==> src/rtl/pvswb_pkg.sv <==
// ----------------------------------------------------------------------------
// pvswb_pkg
// Shared types and constants of the paged vector store write-back buffer
// ----------------------------------------------------------------------------
package pvswb_pkg;

	localparam int PAGE_VECTORS = 16;
	localparam int MAX_PAGES    = 64;
	localparam int VECTOR_WORDS = 4;
	localparam int BUF_WORDS    = PAGE_VECTORS * VECTOR_WORDS;
	localparam int STORE_WORDS  = MAX_PAGES * BUF_WORDS;

	localparam int VI_W   = 10;
	localparam int WI_W   = 2;
	localparam int CFG_W  = 11;
	localparam int DATA_W = 64;
	localparam int PV_W   = $clog2(PAGE_VECTORS);
	localparam int VW_W   = (VECTOR_WORDS > 1) ? $clog2(VECTOR_WORDS) : 1;
	localparam int PAGE_W = $clog2(MAX_PAGES);
	localparam int OFF_W  = $clog2(BUF_WORDS);
	localparam int SADR_W = $clog2(STORE_WORDS);
	localparam int PG_RAW_W = VI_W - PV_W;

	localparam logic [1:0] MODE_BUF_RD = 2'd0;
	localparam logic [1:0] MODE_BUF_WR = 2'd1;
	localparam logic [1:0] MODE_DIR_RD = 2'd2;
	localparam logic [1:0] MODE_DIR_WR = 2'd3;

	localparam logic [1:0] ST_OK      = 2'd0;
	localparam logic [1:0] ST_ARG_ERR = 2'd1;
	localparam logic [1:0] ST_RD_ERR  = 2'd2;

	typedef struct packed {
		logic [1:0]        mode;
		logic              arg_err;
		logic [PAGE_W-1:0] page;
		logic [OFF_W-1:0]  off;
		logic [DATA_W-1:0] wdata;
	} cmd_t;

	typedef struct packed {
		logic [DATA_W-1:0] read_data;
		logic [1:0]        status;
		logic              buffer_hit;
		logic              wrote_back;
		logic              page_zero_filled;
	} rsp_t;

endpackage

==> src/rtl/pvswb_front.sv <==
// ----------------------------------------------------------------------------
// pvswb_front
// Range check, page and offset split, two-entry command queue
// ----------------------------------------------------------------------------
module pvswb_front (
	input  logic                          clk,
	input  logic                          arst_n,
	input  logic                          push,
	output logic                          full,
	input  logic [1:0]                    mode,
	input  logic [pvswb_pkg::VI_W-1:0]    vector_index,
	input  logic [pvswb_pkg::WI_W-1:0]    word_index,
	input  logic [pvswb_pkg::DATA_W-1:0]  write_data,
	input  logic [pvswb_pkg::CFG_W-1:0]   limit,
	output logic                          cmd_valid,
	output pvswb_pkg::cmd_t               cmd,
	input  logic                          cmd_take
);
	pvswb_pkg::cmd_t q_q [2];
	logic [1:0] cnt_q;
	logic       rd_q;
	pvswb_pkg::cmd_t c;
	logic [pvswb_pkg::PG_RAW_W-1:0] praw;
	logic do_push, do_pop;

	always_comb begin
		praw = vector_index[pvswb_pkg::VI_W-1:pvswb_pkg::PV_W];
		c.mode = mode;
		c.wdata = write_data;
		c.arg_err = (limit == '0) || ({1'b0, vector_index} >= limit)
			|| ({{(32-pvswb_pkg::PG_RAW_W){1'b0}}, praw} >= 32'(pvswb_pkg::MAX_PAGES))
			|| ({{(32-pvswb_pkg::WI_W){1'b0}}, word_index}
				>= 32'(pvswb_pkg::VECTOR_WORDS));
		c.page = pvswb_pkg::PAGE_W'(praw);
		c.off = pvswb_pkg::OFF_W'({vector_index[pvswb_pkg::PV_W-1:0],
			pvswb_pkg::VW_W'(word_index)});
	end

	assign full = (cnt_q == 2'd2);
	assign do_push = push && !full;
	assign cmd_valid = (cnt_q != 2'd0);
	assign do_pop = cmd_valid && cmd_take;
	assign cmd = q_q[rd_q];

	always_ff @(posedge clk or negedge arst_n) begin
		if (!arst_n) begin
			cnt_q <= '0;
			rd_q <= 1'b0;
		end else begin
			cnt_q <= cnt_q + {1'b0, do_push} - {1'b0, do_pop};
			if (do_pop)
				rd_q <= ~rd_q;
		end
	end

	always_ff @(posedge clk) begin
		if (do_push)
			q_q[rd_q ^ cnt_q[0]] <= c;
	end
endmodule

==> config.mk <==
export PLATFORM = sky130hd
export DESIGN_NAME = pvswb_front
export DESIGN_NICKNAME = d
export VERILOG_FILES = /design/src/rtl/pvswb_pkg.sv /design/src/rtl/pvswb_front.sv
export SDC_FILE = /design/constraint.sdc
export NUM_CORES = 1
export LEC_CHECK = 0
export BUFFER_PORTS_ARGS = -buffer_cell sky130_fd_sc_hd__buf_2
export CAP_MARGIN = 20
export CORE_MARGIN = 10
export CORE_UTILIZATION = 35
export DETAILED_ROUTE_END_ITERATION = 16
export GPL_TIMING_DRIVEN = 0
export PLACE_DENSITY_LB_ADDON = 0.25
export RECOVER_POWER = 100
export SLEW_MARGIN = 20
export SYNTH_ARGS = -nofsm -noshare
export SYNTH_HDL_FRONTEND = slang
export SYNTH_SLANG_ARGS = --single-unit
==> constraint.sdc <==
create_clock -name clk -period 8.34 [get_ports clk]
set_clock_uncertainty 0.1 [all_clocks]
set_input_delay 0.417 -clock clk [delete_from_list [all_inputs] [get_ports clk]]
set_output_delay 0.417 -clock clk [all_outputs]
set_load 0.02 [all_outputs]
==> results_dict.tcl, run 1 <==
set metrics [dict create \
    status "finished, final reports clean" \
    setup_slack_ns 4.378 \
    dieArea_um2 23280 \
    hold_viol 0 \
    hp-class "input port to flop" \
    synth_nets 405 \
    ir_worst_vdd_mv 0.1630 \
    p_int_mw 1.927 \
    final_nets 606 \
    switchingPower_mw 1.102 \
    leakagePower_nw 2.694 \
    post_cts_buffers 0 \
    drt_iter0_drc 157 \
    drt_wl_total_um 13780 \
    setup_viol 0 \
    drive_above_1_share 0.1887 \
    die_width_um 152.6 \
    syn_area_per_cell_um2 20.51 \
    arrival_ns 3.88 \
    die_y_um 152.6 \
    cts_tree "yes" \
    final_common_cell "edfxtp_1" \
    p_seq_frac 0.423 \
    synth_area_leaders "edfxtp_1 (77%), mux2_1 (14%), ha_1 (2.4%)" \
    cp_max_fo 21 \
    finalMaxSlewViolations 0 \
    synthFlopType "edfxtp_1" \
    clockBufferDepth 2 \
    crit_path_end_kind "flop" \
    viasPerCell 4.553 \
    dp_cells 706 \
    rsz0062_at_grt "false" \
    root_buffer "clkbuf_16" \
    yosys_warnings 0 \
    drtPass1Iterations 4 \
    p_per_area_nw_per_um2 390.7 \
    post-place-ws_ns 5.907 \
    final_cell_count_no_fill 740 \
    core_area_um2 17240 \
    via_count 3369 \
    area_growth_pct 26.01 \
    slew_headroom 0.1324 \
    grt_max_degree 22 \
    initial_utilization 0.3569 \
    fin_crit_sh 0.4750 \
    synth.distinct_cells 24 \
    fill_cells 1614 \
    gp_routability_congestion 0.7457 \
    finalCriticalPeriod_ns 3.962 \
    fin_setup_tns_ns 0 \
    placed_cell_area_um2 7535 \
    synth-edff-count 158 \
    start_kind "flop" \
    synth_cells 300 \
    final_area_um2 7752 \
    yosysSeqAreaShare 0.7834 \
    swShare 0.3638 \
    cp.required_ns 8.26 \
    synthArstFlopShare 0.01863 \
    ys_seq_elements 161 \
    ant_nets 0 \
    clock_sinks 161 \
    clockPowerShare 0.239 \
    yosysTopAreaCell "edfxtp_1" \
    place.port_buffers 173 \
    rows 48 \
    grt_pass1_vias 3701 \
    post_cts_resized 0 \
    cts_made_buffers 17 \
    htreeDepth 4 \
    path_class "flop to flop" \
    wl_per_cell_um 18.63 \
    place_hpwl_um 10170 \
    antenna_found_initial 3 \
    p_comb_frac 0.338 \
    netlist_area_um2 6152 \
    final_cell_mix "edfxtp_1 (158), clkbuf_1 (128), mux2_1 (79), buf_2 (62), clkbuf_16 (17)" \
    drc_errors 0 \
    tightest_slew_ns 1.301 \
    grt_use_total 0.1158 \
    ioPinCount 174 \
    cts.clk_slew.worst_paths_ns 0.06 \
    synth_top_area_frac 0.7712 \
    insertion_delay_ns 0.40 \
    maxCapViolations 0 \
    grt_pass1_wl_um 20960 \
    overflow 0 \
    fmax_mhz 252.4 \
]
-- final timing paths --
kind	end	slack (ns)	cells past startpoint	startpoint
hold / removal	q_q[0][60]	0.09	1	write_data[60]
max in group asynchronous	rd_q	7.72	2	arst_n
hold reg to reg	cnt_q[1]	0.41	1	cnt_q[1]
setup / recovery	q_q[1][21]	4.38	5	rd_q
setup reg to reg	q_q[1][21]	4.38	5	rd_q
min in group asynchronous	cnt_q[0]	0.26	2	arst_n
-- stage by stage --
step	util	total power, mW	hold WS, ns
after floorplan	-	2.011	0.02141
after global placement	0.4235	2.426	0.1158
after detailed placement	0.4371	2.532	0.1175
after CTS	0.4702	3.270	0.06547
after global routing	0.4498	3.223	0.05827
final	0.4498	3.029	0.09273
-- kinds of logic after synthesis --
logic type / count (synthesis) / share of synthesized area
compound gates: 9 / 0.01058
mux: 79 / 0.1446
buf+inv: 20 / 0.01383
xor+xnor: 4 / 0.005696
simple gates: 15 / 0.01749
fa+ha+maj: 12 / 0.02440
flops: 161 / 0.7834
-- worst max-delay path: stages (launching register included) --
cell and delay, ns:
dfrtp_1 0.32, clkbuf_1 0.44, xor2_1 0.23, nor2b_1 0.62
clkbuf_1 0.83, clkbuf_1 1.01
-- cell type report --
cell class                      count  area, µm²  share of cell area
Antenna cell                        1      2.502           0.0003228
Buffer                              9      33.78            0.004358
Clock buffer                       17      425.4             0.05487
Clock inverter                     15      133.9             0.01727
Inverter                           11      41.29            0.005326
Multi-Input combinational cell    119       1247              0.1609
Sequential cell                   161       4820              0.6217
Tap cell                          225      281.5             0.03631
Timing Repair Buffer              182      767.0             0.09893
-- synth_stat cells, types with 2 or more instances --
cell type  count
o21ai_0        2
nand2_1        3
buf_2          8
mux2_1        79
nor2b_1        3
a21oi_1        4
inv_1         11
nor2_1         2
ha_1          12
edfxtp_1     158
xor2_1         2
dfrtp_1        3
xnor2_1        2
-- timing repair --
action | in CTS | in global routing
hold buffers | 1 | 0
setup endpoints to repair | 0 | 0
endpoints found under the hold margin | 3 | 0
-- power groups by stage --
stage	Sequential (mW)	Combinational, mW	Clock [mW]
3_3_place_gp	1.34	1.08	0
2_1_floorplan	1.31	0.701	0
3_5_place_dp	1.29	1.24	0
5_1_grt	1.31	1.13	0.789
4_1_cts	1.27	1.25	0.748
6_report	1.28	1.02	0.724
-- routing by layer --
metal  global-route usage  vias up  share of wire
met2               0.1868      136           0.48
li1                     -     1575              -
met1               0.1329     1640           0.43
met5                    0        -         0.0022
met4              0.03497        4         0.0098
met3              0.05673       14          0.080
-- registers in the layout, summed over array words and instances, names as in the netlist --
name   flops
cnt_q      2
q_q      158
rd_q       1
(Power assumes the default switching activity.)
==> run 2: changes to the inputs <==
==> constraint.sdc (replaced) <==
create_clock -name clk -period 3.5 [get_ports clk]
set_clock_uncertainty 0.1 [all_clocks]
set_input_delay 0.175 -clock clk [delete_from_list [all_inputs] [get_ports clk]]
set_output_delay 0.175 -clock clk [all_outputs]
set_load 0.02 [all_outputs]
==> run 2 against run 1 <==
  * Core utilization up 4.9 points
  * Cell area increased by 11%
  * Non-clock buffer count increased by 79
  * Setup slack worse by 3.6 ns
  * Critical path depth is 1 lower
  * Flip-flop and latch count stayed put
  * Global-route usage is 0.30 points higher
  * Register-to-register slack got worse by 3.6 ns
  * Final cell count rose by 11%
  * Clock-buffer cell count is 1 higher
  * Fmax increased by 44%
  * Via count increased by 8.7%
==> results_dict.tcl, run 2 (synthesized netlist as in run 1, its figures left out) <==
set metrics [dict create \
    drc_errors 0 \
    insertion_delay_ns 0.41 \
    initial_utilization 0.3569 \
    p_int_mw 4.776 \
    cp.required_ns 3.44 \
    grt_max_degree 25 \
    tightest_slew_ns 0.7100 \
    core_area_um2 17240 \
    area_growth_pct 39.72 \
    cts_hold_buf 82 \
    rows 48 \
    overflow 0 \
    finalMaxSlewViolations 0 \
    dp_cells 704 \
    final_cell_count_no_fill 818 \
    hold_viol 0 \
    die_y_um 152.6 \
    post_cts_resized 0 \
    hp-start "limit[9]" \
    timing.critical_path.buf_inv 2 \
    drive_above_1_share 0.1298 \
    rrSetupSlack_ns 0.75 \
    finalCriticalPeriod_ns 2.746 \
    placed_cell_area_um2 7465 \
    gp_routability_congestion 0.7474 \
    clock_sinks 161 \
    clockBufferDepth 2 \
    dieArea_um2 23280 \
    rsz0062_at_grt "false" \
    clockPowerShare 0.238 \
    ioPinCount 174 \
    fin_crit_sh 0.7846 \
    leakagePower_nw 3.026 \
    rr_endpoint "q_q[1][9]" \
    drt_iter0_drc 162 \
    maxCapViolations 0 \
    crit_chain "clkbuf_1, xor2_1, nor2b_4, clkbuf_2" \
    hp-class "input port to flop" \
    die_width_um 152.6 \
    via_count 3662 \
    root_buffer "clkbuf_16" \
    drt_wl_total_um 13980 \
    rr_worst_depth 4 \
    p_comb_frac 0.352 \
    place_hpwl_um 9805 \
    crit_path_end_kind "flop" \
    cts_tree "yes" \
    viasPerCell 4.477 \
    post_cts_buffers 0 \
    place.port_buffers 173 \
    final_cell_mix "edfxtp_1 (158), clkbuf_1 (143), dlygate4sd3_1 (82), mux2_1 (79), buf_2 (35)" \
    cp_slowest_cell "clkbuf_2" \
    path_class "flop to flop" \
    grt_use_total 0.1188 \
    final_area_um2 8596 \
    fin_setup_tns_ns 0 \
    setup_viol 0 \
    swShare 0.3550 \
    r2r-start "rd_q" \
    regArea_um2 4820 \
    switchingPower_mw 2.629 \
    arrival_ns 2.69 \
    htreeDepth 4 \
    slew_headroom 0.5255 \
    grt_pass1_wl_um 21940 \
    p_per_area_nw_per_um2 861.5 \
    start_kind "flop" \
    cp_max_fo 21 \
    critPathTopFamily "buffers and inverters" \
    largest_register_ffs 158 \
    fmax_mhz 364.1 \
    wl_per_cell_um 17.10 \
    grt_pass1_vias 4160 \
    drtPass1Iterations 4 \
    postLayoutCoreUtil 0.4987 \
    ir_worst_vdd_mv 0.3698 \
    ant_nets 0 \
    whs_path_depth 5 \
    max_stage_delay_ns 0.59 \
    final_common_cell "edfxtp_1" \
    diodes 0 \
    status "finished, final reports clean" \
    multiInputGateArea_um2 1250 \
    final_nets 685 \
    fill_cells 1542 \
    cts.clk_slew.worst_paths_ns 0.07 \
    p_seq_frac 0.409 \
    antenna_found_initial 0 \
    cts_made_buffers 17 \
    min_to "q_q[1][76]" \
]
run 2: through the flow:
step	power (mW)	setup WS, ns	hold slack [ns]
2_1_floorplan	4.751	0.09320	-0.2206
3_3_place_gp	5.724	-1.510	-0.1260
3_5_place_dp	5.919	0.9418	-0.1226
4_1_cts	7.795	0.9203	0.2617
5_1_grt	7.851	0.4721	0.3624
6_report	7.405	0.7539	0.3214
run 2: cell type report:
type                    count  share of cell area
repair buffers            261              0.1862
multi-input cells         119              0.1454
inverters                  11            0.004803
clock buffers              18             0.04993
clock inverters            14             0.01630
well taps                 225             0.03275
plain buffers               9            0.003930
flip-flops and latches    161              0.5607
run 2: layer usage:
layer	routed length [µm]	track usage	vias to the layer above
met5	0	0	-
met4	97	0.03134	0
met3	1146	0.05645	7
met2	6819	0.1950	136
met1	5921	0.1365	1784
li1	-	-	1735
run 2: worst max path at each step:
stage / startpoint / endpoint / slack (ns) / cells past startpoint
after detailed placement: rd_q / q_q[0][39] / 0.94 / 5
after global placement: rd_q / q_q[1][21] / -1.51 / 3
final: rd_q / q_q[1][9] / 0.75 / 4
after global routing: rd_q / q_q[1][31] / 0.47 / 4
after floorplan: cnt_q[1] / q_q[0][0] / 0.09 / 3
after CTS: rd_q / q_q[0][2] / 0.92 / 5
run 2: power by group through the flow:
stage | clock (mW) | sequential [mW] | combinational (mW)
2_1_floorplan | 0 | 3.07 | 1.68
3_3_place_gp | 0 | 3.13 | 2.59
3_5_place_dp | 0 | 3.07 | 2.84
4_1_cts | 1.82 | 3.03 | 2.94
5_1_grt | 1.91 | 3.09 | 2.85
6_report | 1.76 | 3.03 | 2.61
run 2: tightest hold or removal path, cell delays in order:
cell and delay [ns]:
buf_2 0.10, inv_1 0.05, ha_1 0.13, a221oi_1 0.05, o22ai_1 0.18
==> run 3: changes to the inputs <==
==> constraint.sdc (replaced) <==
create_clock -name clk -period 2.9 [get_ports clk]
set_clock_uncertainty 0.1 [all_clocks]
set_input_delay 0.145 -clock clk [delete_from_list [all_inputs] [get_ports clk]]
set_output_delay 0.145 -clock clk [all_outputs]
set_load 0.02 [all_outputs]
==> run 3 against run 2 <==
  * Clock power up 21%
  * Sequential share of layout area down 0.31 points
  * Non-clock buffer count unchanged
  * Fmax up 7.2%
  * Total power up 22%
  * Via count down 0.38%
  * Critical path depth unchanged
  * First-iteration DRC count up 6.8%
  * Core utilization up 0.28 points
  * Clock-buffer cell count unchanged
  * Die area unchanged
  * Wire length about the same
  * Highest routed layer unchanged
==> results_dict.tcl, run 3 (synthesized netlist as in run 1, its figures left out) <==
set metrics [dict create \
    status "finished, final reports clean" \
    final_nets 685 \
    die_y_um 152.6 \
    post_cts_resized 0 \
    place.port_buffers 173 \
    initial_utilization 0.3569 \
    clockBufferDepth 2 \
    dieArea_um2 23280 \
    fin_hold_ws_ns 0.2905 \
    viasPerCell 4.460 \
    grt_use_total 0.1188 \
    ioPinCount 174 \
    diodes 0 \
    clock_sinks 161 \
    ir_worst_vdd_mv 0.4463 \
    r2r-start "rd_q" \
    core_area_um2 17240 \
    leakagePower_nw 3.046 \
    cts_hold_buf 82 \
    maxCapViolations 0 \
    post_cts_buffers 0 \
    hp-class "input port to flop" \
    grt_pass1_wl_um 21940 \
    root_buffer "clkbuf_16" \
    dp_cells 704 \
    drtPass1Iterations 4 \
    slew_headroom 0.4874 \
    finalMaxSlewViolations 0 \
    hp-start "limit[9]" \
    post-place-ws_ns 0.3418 \
    start_kind "flop" \
    fin_crit_sh 0.8832 \
    antenna_found_initial 0 \
    final_cell_count_no_fill 818 \
    fill_cells 1536 \
    p_per_area_nw_per_um2 1044 \
    drc_errors 0 \
    cp.required_ns 2.85 \
    setup_slack_ns 0.3388 \
    ant_nets 0 \
    final_cell_mix "edfxtp_1 (158), clkbuf_1 (141), dlygate4sd3_1 (82), mux2_1 (79), buf_2 (35)" \
    cts_made_buffers 17 \
    cp_max_fo 18 \
    cts.clk_slew.worst_paths_ns 0.07 \
    rows 48 \
    insertion_delay_ns 0.41 \
    grt_max_degree 25 \
    crit_path_end_kind "flop" \
    tightest_slew_ns 0.7672 \
    place_hpwl_um 9805 \
    setup_viol 0 \
    fin_setup_tns_ns 0 \
    gp_routability_congestion 0.7474 \
    fmax_mhz 390.4 \
    cts_tree "yes" \
    arrival_ns 2.51 \
    drive_above_1_share 0.1332 \
    rsz0062_at_grt "false" \
    die_width_um 152.6 \
    path_class "flop to flop" \
    grt_pass1_vias 4160 \
    drt_wl_total_um 13980 \
    via_count 3648 \
    htreeDepth 4 \
    hold_viol 0 \
    largest_register_ffs 158 \
    startpoint "rd_q" \
    wl_per_cell_um 17.09 \
    area_growth_pct 40.49 \
    drt_iter0_drc 173 \
    overflow 0 \
    finalCriticalPeriod_ns 2.561 \
    final_common_cell "edfxtp_1" \
]
==> run 3: cell types whose count changed in the layout (fill, tap and decap cells not counted) <==
cell      previous run  this run
buf_16               1         3
clkbuf_1           143       141
==> run 3: path summary, 6_finish.rpt <==
kind	to	slack, ns	depth (start not counted)
min	q_q[1][76]	0.29	5
min in group asynchronous	rd_q	0.53	3
min reg2reg	cnt_q[1]	0.39	1
max	q_q[0][25]	0.34	4
max reg2reg	q_q[0][25]	0.34	4
max in group asynchronous	cnt_q[1]	2.03	3
==> run 3: area by class of cell <==
| class | instances | area (µm²) | area share |
|---|---|---|---|
| Sequential cell | 161 | 4820 | 0.5576 |
| Timing Repair Buffer | 261 | 1647 | 0.1905 |
| Multi-Input combinational cell | 119 | 1250 | 0.1446 |
| Clock buffer | 18 | 429.2 | 0.04965 |
| Tap cell | 225 | 281.5 | 0.03257 |
| Clock inverter | 14 | 140.1 | 0.01621 |
| Inverter | 11 | 41.29 | 0.004777 |
| Buffer | 9 | 35.03 | 0.004053 |
==> run 3: power breakdown <==
| group | switching, mW | leakage (nW) | total, mW | internal, mW |
|---|---|---|---|---|
| clock network | 0.867 | 0.278 | 2.13 | 1.27 |
| registers | 0.151 | 1.50 | 3.65 | 3.50 |
| logic | 2.17 | 1.27 | 3.24 | 1.06 |
| total | 3.19 | 3.05 | 9.02 | 5.83 |
==> run 3: worst max-delay path, cell delays in order (launching register included) <==
cell,delay [ns]
dfrtp_1,0.32
clkbuf_1,0.46
xor2_1,0.23
nor2_4,0.54
clkbuf_2,0.53
==> run 3: layer usage <==
layer / GRT usage / vias up / wire [µm]
li1: - / 1735 / -
met1: 0.1365 / 1772 / 5950
met2: 0.1950 / 134 / 6793
met3: 0.05645 / 7 / 1142
met4: 0.03134 / 0 / 97
met5: 0 / - / 0
==> run 3: metrics by stage <==
step	cell area, µm²	power, mW	utilization
global placement	7305	6.909	0.4238
finish	8643	9.022	0.5015
detailed placement	7465	7.144	0.4331
floorplan	6157	5.734	-
CTS	8855	9.407	0.5137
global route	8643	9.558	0.5015
